File: src/sv/assert_macros.svh
// Assertion macros shared by the generator protection RTL.
// Needs a clock named clk and an active-low reset named arst_n in scope.
`ifndef ASSERT_MACROS_SVH
`define ASSERT_MACROS_SVH

// Check a property at every rising edge outside reset
`define ASSERT_CLK(label, prop, msg) \
	label: assert property (@(posedge clk) disable iff (!arst_n) (prop)) else $error(msg);

// Check that an antecedent is followed by a consequent in the next cycle
`define ASSERT_NEXT(label, ante, cons, msg) \
	label: assert property (@(posedge clk) disable iff (!arst_n) (ante) |=> (cons)) else $error(msg);

`endif

File: src/sv/gpcl_pkg.sv
// Package for the generator protection and contactor logic.
// Holds sizes, register codes, reset values and the lane types; no dependencies.
package gpcl_pkg;

	localparam int NUM_GEN  = 5;
	localparam int NUM_MAIN = 4;
	localparam int AUX_GEN  = 4;
	localparam int TICK_MS  = 10;

	// Register indexes of the configuration port
	localparam logic [2:0] REG_FREQ_MIN    = 3'd0;
	localparam logic [2:0] REG_FREQ_MAX    = 3'd1;
	localparam logic [2:0] REG_VOLT_MIN    = 3'd2;
	localparam logic [2:0] REG_VOLT_MAX    = 3'd3;
	localparam logic [2:0] REG_BUS_ON_MIN  = 3'd4;
	localparam logic [2:0] REG_FAULT_DELAY = 3'd5;

	// Reset values
	localparam logic [15:0] FREQ_MIN_RST    = 16'd5920;
	localparam logic [15:0] FREQ_MAX_RST    = 16'd6512;
	localparam logic [15:0] VOLT_MIN_RST    = 16'd6656;
	localparam logic [15:0] VOLT_MAX_RST    = 16'd8256;
	localparam logic [15:0] BUS_ON_MIN_RST  = 16'd1152;
	localparam int          FAULT_DELAY_INT = (6500 + TICK_MS - 1) / TICK_MS;
	localparam logic [15:0] FAULT_DELAY_RST = FAULT_DELAY_INT[15:0];

	// Switch bit positions
	localparam int SW_AUX       = 4;
	localparam int SW_LEFT_TIE  = 5;
	localparam int SW_RIGHT_TIE = 6;

	// Contactor bit positions
	localparam int CB_K1  = 0;
	localparam int CB_K21 = 1;
	localparam int CB_K31 = 2;
	localparam int CB_K41 = 3;
	localparam int CB_LK4 = 4;
	localparam int CB_LK5 = 5;
	localparam int CB_LK6 = 6;
	localparam int CB_PK4 = 7;
	localparam int CB_PK5 = 8;
	localparam int CB_PK6 = 9;
	localparam int CB_CHL = 10;
	localparam int CB_CHP = 11;

	// Protection windows and delay
	typedef struct packed {
		logic [15:0] freq_min;
		logic [15:0] freq_max;
		logic [15:0] volt_min;
		logic [15:0] volt_max;
		logic [15:0] fault_delay;
	} prot_cfg_t;

	// What one generator lane reports for the current item
	typedef struct packed {
		logic ready;
		logic trip;
		logic exc;
	} lane_res_t;

endpackage

File: src/sv/gpcl_lane.sv
// One generator protection lane: window checks, voltage fault timer, trip latch
// and excitation state. Depends on gpcl_pkg.
module gpcl_lane import gpcl_pkg::*; (
	input  logic        clk,
	input  logic        arst_n,
	input  logic        step,
	input  logic [31:0] sample,
	input  prot_cfg_t   cfg,
	input  logic        enable,
	output lane_res_t   res
);

	logic        trip_q;
	logic        exc_q;
	logic [15:0] timer_q;

	logic [15:0] freq;
	logic [15:0] volt;
	logic        freq_ok;
	logic        volt_ok;
	logic        trip_set;
	logic        rdy;
	logic [15:0] timer_d;

	assign freq    = sample[31:16];
	assign volt    = sample[15:0];
	assign freq_ok = (freq >= cfg.freq_min) && (freq <= cfg.freq_max);
	assign volt_ok = (volt >= cfg.volt_min) && (volt <= cfg.volt_max);

	// Protection decision on the state from before this item
	always_comb begin
		trip_set = 1'b0;
		timer_d  = timer_q;
		rdy      = 1'b0;
		if (trip_q) begin
			timer_d = '0;
		end else if (!freq_ok) begin
			trip_set = 1'b1;
		end else if (volt_ok) begin
			timer_d = '0;
			rdy     = exc_q;
		end else if (timer_q >= cfg.fault_delay) begin
			trip_set = 1'b1;
		end else begin
			timer_d = timer_q + 16'd1;
			rdy     = exc_q;
		end
	end

	// Excitation follows bus and switch; dropping it clears the trip
	assign res = '{ready: rdy, trip: enable & (trip_q | trip_set), exc: enable};

	// Advance the lane state on each accepted item
	always_ff @(posedge clk or negedge arst_n) begin
		if (!arst_n) begin
			trip_q  <= 1'b0;
			exc_q   <= 1'b0;
			timer_q <= '0;
		end else if (step) begin
			trip_q  <= res.trip;
			exc_q   <= res.exc;
			timer_q <= timer_d;
		end
	end

endmodule

File: src/sv/gpcl_merge.sv
// Merging stage: failure lamps and contactor pattern from lane readiness,
// bus state, tie switches and disconnect flags. Depends on gpcl_pkg.
module gpcl_merge import gpcl_pkg::*; (
	input  logic [NUM_GEN-1:0]  ready,
	input  logic                left_up,
	input  logic                right_up,
	input  logic [6:0]          sw,
	input  logic [NUM_MAIN-1:0] disc,
	output logic [NUM_MAIN-1:0] lamps,
	output logic [11:0]         contactors
);

	logic k1, k21, k31, k41, lk4, lk5, pk4, pk5, chl, chp;
	logic [NUM_MAIN-1:0] bus_up;

	// Main generators 1 and 2 sit on the left bus, 3 and 4 on the right
	assign bus_up = {right_up, right_up, left_up, left_up};
	assign lamps  = ~(bus_up & ready[NUM_MAIN-1:0] & ~disc);

	// Tie switches take the line contactors over
	always_comb begin
		k1  = ready[0];
		k21 = ready[1];
		k31 = ready[2];
		k41 = ready[3];
		lk4 = 1'b0;
		lk5 = 1'b0;
		pk4 = 1'b0;
		pk5 = 1'b0;
		chl = 1'b0;
		chp = 1'b0;
		if (sw[SW_LEFT_TIE]) begin
			k1  = 1'b0;
			k21 = 1'b0;
			if (ready[1]) begin
				lk4 = 1'b1;
				chl = 1'b1;
			end else if (ready[0]) begin
				lk4 = 1'b1;
				lk5 = 1'b1;
				chl = 1'b1;
			end
		end
		if (sw[SW_RIGHT_TIE]) begin
			k31 = 1'b0;
			k41 = 1'b0;
			if (ready[2]) begin
				pk4 = 1'b1;
				chp = 1'b1;
			end else if (ready[3]) begin
				pk4 = 1'b1;
				pk5 = 1'b1;
				chp = 1'b1;
			end
		end
	end

	// Pack the contactor word
	always_comb begin
		contactors         = '0;
		contactors[CB_K1]  = k1;
		contactors[CB_K21] = k21;
		contactors[CB_K31] = k31;
		contactors[CB_K41] = k41;
		contactors[CB_LK4] = lk4;
		contactors[CB_LK5] = lk5;
		contactors[CB_LK6] = k1 & ~k21;
		contactors[CB_PK4] = pk4;
		contactors[CB_PK5] = pk5;
		contactors[CB_PK6] = ~k31 & k41;
		contactors[CB_CHL] = chl;
		contactors[CB_CHP] = chp;
	end

endmodule

File: src/sv/generator_protection_contactor_logic.sv
// Top level of the generator protection and contactor logic.
// Depends on gpcl_pkg, gpcl_lane, gpcl_merge and assert_macros.svh.
//
// Usage:
//   Input channel (in_valid/in_ready) carries one tick item: five generator
//   samples, two bus voltages, panel switches and disconnect flags.
//   Output channel (out_valid/out_ready) returns one result item per tick:
//   readiness, failure lamps, excitation enables, trip flags and contactors.
//   Configuration: cfg_wr_en writes cfg_data into register cfg_index at the
//   clock edge; unknown indexes are ignored. Write only while idle.
//   Output timing: a result is registered and appears in the cycle after its item is accepted.
//   Throughput: one item per cycle while out_ready is high; the five lanes and
//   the merge stage are combinational; the output register sets the pace.
//   Stall: while a result waits and out_ready is low, in_ready is low; the
//   item is taken in the cycle the waiting result is taken.
//   Reset (arst_n low): trips, excitation and fault timers clear, registers
//   return to their default windows, and the output register empties.
module generator_protection_contactor_logic import gpcl_pkg::*; (
	input  logic        clk,
	input  logic        arst_n,
	input  logic        cfg_wr_en,
	input  logic [2:0]  cfg_index,
	input  logic [15:0] cfg_data,
	input  logic        in_valid,
	output logic        in_ready,
	input  logic [31:0] gen_sample_a,
	input  logic [31:0] gen_sample_b,
	input  logic [31:0] gen_sample_c,
	input  logic [31:0] gen_sample_d,
	input  logic [31:0] gen_sample_aux,
	input  logic [15:0] left_bus_voltage,
	input  logic [15:0] right_bus_voltage,
	input  logic [6:0]  switch_bits,
	input  logic [3:0]  disconnect_flags,
	output logic        out_valid,
	input  logic        out_ready,
	output logic [4:0]  gen_ready,
	output logic [3:0]  fail_lamps,
	output logic [4:0]  excitation_enables,
	output logic [4:0]  trip_flags,
	output logic [11:0] contactor_bits
);

	prot_cfg_t   cfg_q;
	logic [15:0] bus_on_min_q;

	logic                step;
	logic                left_up;
	logic                right_up;
	logic [31:0]         samples [NUM_GEN];
	logic [NUM_GEN-1:0]  enables;
	lane_res_t           lane_res [NUM_GEN];
	logic [NUM_GEN-1:0]  ready_vec;
	logic [NUM_GEN-1:0]  trip_vec;
	logic [NUM_GEN-1:0]  exc_vec;
	logic [NUM_MAIN-1:0] lamps;
	logic [11:0]         contactors;

	logic                valid_q;
	logic [NUM_GEN-1:0]  ready_q;
	logic [NUM_MAIN-1:0] lamps_q;
	logic [NUM_GEN-1:0]  exc_q;
	logic [NUM_GEN-1:0]  trip_q;
	logic [11:0]         cont_q;

	// Configuration registers
	always_ff @(posedge clk or negedge arst_n) begin
		if (!arst_n) begin
			cfg_q.freq_min    <= FREQ_MIN_RST;
			cfg_q.freq_max    <= FREQ_MAX_RST;
			cfg_q.volt_min    <= VOLT_MIN_RST;
			cfg_q.volt_max    <= VOLT_MAX_RST;
			cfg_q.fault_delay <= FAULT_DELAY_RST;
			bus_on_min_q      <= BUS_ON_MIN_RST;
		end else if (cfg_wr_en) begin
			case (cfg_index)
				REG_FREQ_MIN:    cfg_q.freq_min    <= cfg_data;
				REG_FREQ_MAX:    cfg_q.freq_max    <= cfg_data;
				REG_VOLT_MIN:    cfg_q.volt_min    <= cfg_data;
				REG_VOLT_MAX:    cfg_q.volt_max    <= cfg_data;
				REG_BUS_ON_MIN:  bus_on_min_q      <= cfg_data;
				REG_FAULT_DELAY: cfg_q.fault_delay <= cfg_data;
				default: ;
			endcase
		end
	end

	// Take an item whenever the output register is free or being emptied
	assign in_ready = !valid_q || out_ready;
	assign step     = in_valid && in_ready;

	// Bus state and per-generator excitation requests
	assign left_up  = left_bus_voltage >= bus_on_min_q;
	assign right_up = right_bus_voltage >= bus_on_min_q;
	assign enables  = {left_up & switch_bits[SW_AUX],
	                   right_up & switch_bits[3], right_up & switch_bits[2],
	                   left_up & switch_bits[1], left_up & switch_bits[0]};

	assign samples[0] = gen_sample_a;
	assign samples[1] = gen_sample_b;
	assign samples[2] = gen_sample_c;
	assign samples[3] = gen_sample_d;
	assign samples[AUX_GEN] = gen_sample_aux;

	// One protection lane per generator
	for (genvar g = 0; g < NUM_GEN; g++) begin : g_lane
		gpcl_lane u_lane (
			.clk    (clk),
			.arst_n (arst_n),
			.step   (step),
			.sample (samples[g]),
			.cfg    (cfg_q),
			.enable (enables[g]),
			.res    (lane_res[g])
		);
		assign ready_vec[g] = lane_res[g].ready;
		assign trip_vec[g]  = lane_res[g].trip;
		assign exc_vec[g]   = lane_res[g].exc;
	end

	// Combine the lanes into lamps and contactors
	gpcl_merge u_merge (
		.ready      (ready_vec),
		.left_up    (left_up),
		.right_up   (right_up),
		.sw         (switch_bits),
		.disc       (disconnect_flags),
		.lamps      (lamps),
		.contactors (contactors)
	);

	// Output register: hold while stalled, load on each accepted item
	always_ff @(posedge clk or negedge arst_n) begin
		if (!arst_n) begin
			valid_q <= 1'b0;
		end else if (step) begin
			valid_q <= 1'b1;
		end else if (out_ready) begin
			valid_q <= 1'b0;
		end
	end

	always_ff @(posedge clk) begin
		if (step) begin
			ready_q <= ready_vec;
			lamps_q <= lamps;
			exc_q   <= exc_vec;
			trip_q  <= trip_vec;
			cont_q  <= contactors;
		end
	end

	assign out_valid          = valid_q;
	assign gen_ready          = ready_q;
	assign fail_lamps         = lamps_q;
	assign excitation_enables = exc_q;
	assign trip_flags         = trip_q;
	assign contactor_bits     = cont_q;

`include "assert_macros.svh"

	`ASSERT_CLK(a_ready_not_tripped, !out_valid || ~|(gen_ready & trip_flags), "ready while tripped")
	`ASSERT_CLK(a_trip_exc, !out_valid || ~|(trip_flags & ~excitation_enables), "trip w/o excitation")
	`ASSERT_CLK(a_stall_blocks_input, !out_valid || out_ready || !in_ready, "input open in stall")
	`ASSERT_NEXT(a_accept_gives_result, in_valid && in_ready, out_valid, "item gave no result")

endmodule
File: config.mk
export PLATFORM = sky130hd
export DESIGN_NAME = generator_protection_contactor_logic
export DESIGN_NICKNAME = d
export VERILOG_FILES = /design/src/sv/gpcl_pkg.sv /design/src/sv/gpcl_lane.sv /design/src/sv/gpcl_merge.sv /design/src/sv/generator_protection_contactor_logic.sv
export VERILOG_INCLUDE_DIRS = /design/src /design/src/sv
export SDC_FILE = /design/constraint.sdc
export NUM_CORES = 1
export LEC_CHECK = 0
export ABC_AREA = 1
export BUFFER_PORTS_ARGS = -buffer_cell sky130_fd_sc_hd__buf_2
export CORE_ASPECT_RATIO = 2
export CORE_MARGIN = 5
export CORE_UTILIZATION = 45
export DETAILED_ROUTE_END_ITERATION = 16
export GPL_TIMING_DRIVEN = 0
export PLACE_DENSITY = 0.71
export SLEW_MARGIN = 20
export SYNTH_ARGS = -nofsm -noshare
export SYNTH_HDL_FRONTEND = slang
export SYNTH_SLANG_ARGS = --single-unit
export TNS_END_PERCENT = 20
File: constraint.sdc
create_clock -name clk -period 2.7 [get_ports clk]
set_input_delay 0.27 -clock clk [delete_from_list [all_inputs] [get_ports clk]]
set_output_delay 0.27 -clock clk [all_outputs]
set_load 0.01 [all_outputs]
==> run summary <==
Cells after Synth = 2719
Critical Path Sink = fail_lamps[2]
Synth Register Bits = 216
post-DR wirelength/cell = 19.2 um
final setup violation count = 0
R2R Path End = fail_lamps[2]
detail-routed via count per cell = 5.54
core area = 45700 um^2
Peak Freq = 385 MHz
effective utilization at floorplan = 45.2%
syn nets = 3383
final WL = 69.0 mm
Post-synth EDFFs = 29
asr flop ratio synth = 86.6%
Final Wtd Congestion = 0.985
Post-synth top cells = nand2_1, ha_1, inv_1
Slew HR = 43.7%
Worst EP required = 2950 ps
Critical Path Start = cfg_q[76]
H-tree depth = 1
clock sinks = 216
Logic pwr share = 46.0%
Antenna diodes = 0
Layout Cell Area excl Fill = 23400 um^2
power per cell area = 557 nW/um^2
post-route ant nets = 0
Synth Cell Area = 20600 um^2
TritonCTS clock tree = done
DP Worst Slack = -232 ps
Die W = 161 um
maximum number of pins on one net before global-route repair = 101
Max Slew Vio Count = 0
Slew @ Worst Pin = 845 ps
Worst Setup Start Kind = flip-flop
Max Cap Viol = 0
wire length on met3 = 3.27 mm
post-synth top area cell = ha_1
die height = 313 um
most numerous cell in the Yosys netlist = nand2_1
crit-path max FO = 5
clock-pin slew on the worst setup and hold paths = 70 ps
I/O Buffers = 259
Reg2Reg Depth = 12
Rows = 111
vias in the first global route = 20.1k
status = completed
top cells by area, synth = ha_1, dfrtp_1, nand2_1, inv_1, a21oi_1
area delta synth->final = 13.6%
DP Area = 22700 um^2
initial DRC count = 1104
Vias = 19.9k
Longest Clk Path Bufs = 3
Highest Signal Layer = met4
Non-Filler Instances = 3584
Core Util, Final = 51.3%
RSZ-0062 raised after global routing = true
dpl cells = 3544
Final Cycle Share = 96.3%
Seq pwr share = 32.1%
Critical Path End Type = flip-flop
Skew-Pair Late Insertion Delay = 530 ps
Clock Power Share = 21.9%
Setup Crit Path Kind = reg -> reg
worst setup margin = 99.4 ps
share of the synthesized area in the top cell type = 26.5%
worst reg2reg startpoint = cfg_q[76]
Synth warnings = 0
met2 routed WL = 36.6 mm
HP Class = in -> reg
antenna violations before repair = 0
Root Buffer = clkbuf_16
internal power = 0.00742 W
FILL cells = 4370
crit path time final = 2600 ps
DP HPWL = 57.7 mm
Critical Path AT = 2860 ps
Fin. Hold Viols = 0
nets = 3668
Slowest cell on crit path = dfstp_2
Ports = 260
Residual DRC = 0
grt ovf = 0
Main synth FF type = dfrtp_1
CTS Buf Count = 21
Psw = 0.00563 W
DRT Pass-1 Iters = 5
Sw Ratio = 43.1%
Static Leak = 12.5 nW
post-synth cell types = 38
skew final = 16.0 ps
Post-Route M1 WL = 23.6 mm
Reg2Reg Setup Slack = 100 ps
Seq/Total Area, Yosys = 27.0%
worst vdd ir = 0.000580 V
Hold Worst Slack = 18.5 ps
CP peak stage delay = 530 ps
overall routing resource usage = 26.5%
global-route wire length before repair = 105 mm
DIE AREA = 50500 um^2
crit path cell chain = inv_1, ha_1, nand2_1, nor4_4, nand2_1, nand3_1, nand2_2, inv_2, nand4_1, buf_4, inv_1, nand3_1
syn avg cell area = 7.59 um^2
share of cells above drive strength 1 = 14.6%
## metal layers
metal	up-vias	GRT usage, %
met4	0	17.5
met1	9251	26.0
met5	-	0
li1	9676	-
met3	264	3.05
met2	677	51.1
## cells in the final DEF, fill, tap and decap left out, types with 3 or more instances in the layout
| cell | n |
|---|---|
| dfstp_2 | 22 |
| inv_1 | 293 |
| xnor2_1 | 19 |
| xor2_1 | 43 |
| a21o_1 | 12 |
| nor3_4 | 3 |
| o21ai_1 | 5 |
| nor2_4 | 4 |
| dfrtp_1 | 165 |
| edfxtp_1 | 29 |
| nand3_2 | 17 |
| clkinv_2 | 3 |
| clkbuf_1 | 27 |
| nor3_2 | 12 |
| inv_2 | 8 |
| nand2_2 | 23 |
| buf_6 | 8 |
| clkbuf_16 | 21 |
| o21a_1 | 17 |
| nand3_1 | 170 |
| buf_2 | 269 |
| a21oi_1 | 180 |
| nor2_1 | 212 |
| o21bai_1 | 23 |
| nor2_2 | 13 |
| nand2_1 | 706 |
| nand2_4 | 10 |
| nor4_2 | 4 |
| nand4_1 | 43 |
| ha_1 | 436 |
| o21ai_0 | 159 |
| buf_4 | 8 |
| nor3_1 | 32 |
## metrics by stage
step | setup TNS [ps] | power, W
global route | -151 | 0.0141
global placement | -290700 | 0.00979
floorplan | 0 | 0.00808
CTS | 0 | 0.0130
detailed placement | -1100 | 0.0101
finish | 0 | 0.0130
## worst max-delay path: cells and delay by family, from the launching register on
kind | cells | cell delay [ps]
adder cells (fa/ha/maj) | 1 | 350
flip-flops | 1 | 530
buffers and inverters | 4 | 550
AND/OR/NAND/NOR | 7 | 880
## kinds of logic (layout without fill, tap and decap cells)
| kind of cell | Yosys count | count (layout) | share of synthesized area [%] |
|---|---|---|---|
| buffers and inverters | 349 | 649 | 6.83 |
| adder cells (fa/ha/maj) | 437 | 437 | 26.5 |
| AO/OA/AOI/OAI | 398 | 398 | 10.3 |
| flip-flops | 216 | 216 | 27.0 |
| XOR/XNOR | 62 | 62 | 2.63 |
| AND/OR/NAND/NOR | 1257 | 1257 | 26.7 |
## repair_timing
item	in CTS	in global routing
hold buffers	1	0
endpoints found under the setup margin	19	52
pin swaps	1	4
setup buffers	1	0
endpoints found under the hold margin	86	0
resized for setup	7	20
## registers in the layout, summed over array words and instances, names as in the netlist
signal / flops
cfg_q: 80
bus_on_min_q: 16
contactor_bits: 10
fail_lamps: 4
excitation_enables: 5
trip_flags: 5
gen_ready: 5
g_lane.u_lane.exc_q: 5
out_valid: 1
g_lane.u_lane.trip_q: 5
g_lane.u_lane.timer_q: 80
## power groups by stage
stage	Combinational, W	Sequential, W	Clock, W
final	0.00600	0.00419	0.00286
after floorplan	0.00396	0.00412	0
after global placement	0.00557	0.00422	0
after CTS	0.00594	0.00418	0.00292
after detailed placement	0.00589	0.00424	0
after global routing	0.00682	0.00424	0.00305
## area by class of cell
class	count	area (um^2)	share of cell area, %
inverter	303	1140	4.85
clock inverter	8	53.8	0.230
clock buffer	30	579	2.47
multi-input combinational	2154	13800	58.7
sequential	216	5580	23.8
buffer	46	273	1.16
timing repair buffer	262	1350	5.76
tap	565	707	3.02
## worst min-delay path by stage
stage	start	endpoint	slack, ps	cells after the start
finish	disconnect_flags[1]	fail_lamps[1]	20	3
global route	disconnect_flags[0]	fail_lamps[0]	20	3
detailed placement	arst_n	g_lane[2].u_lane.timer_q[5]	330	1
global placement	cfg_q[67]	cfg_q[67]	470	2
floorplan	arst_n	bus_on_min_q[0]	-30	0
CTS	disconnect_flags[1]	fail_lamps[1]	5	3
Note: power is estimated with default switching activity, not from simulation.
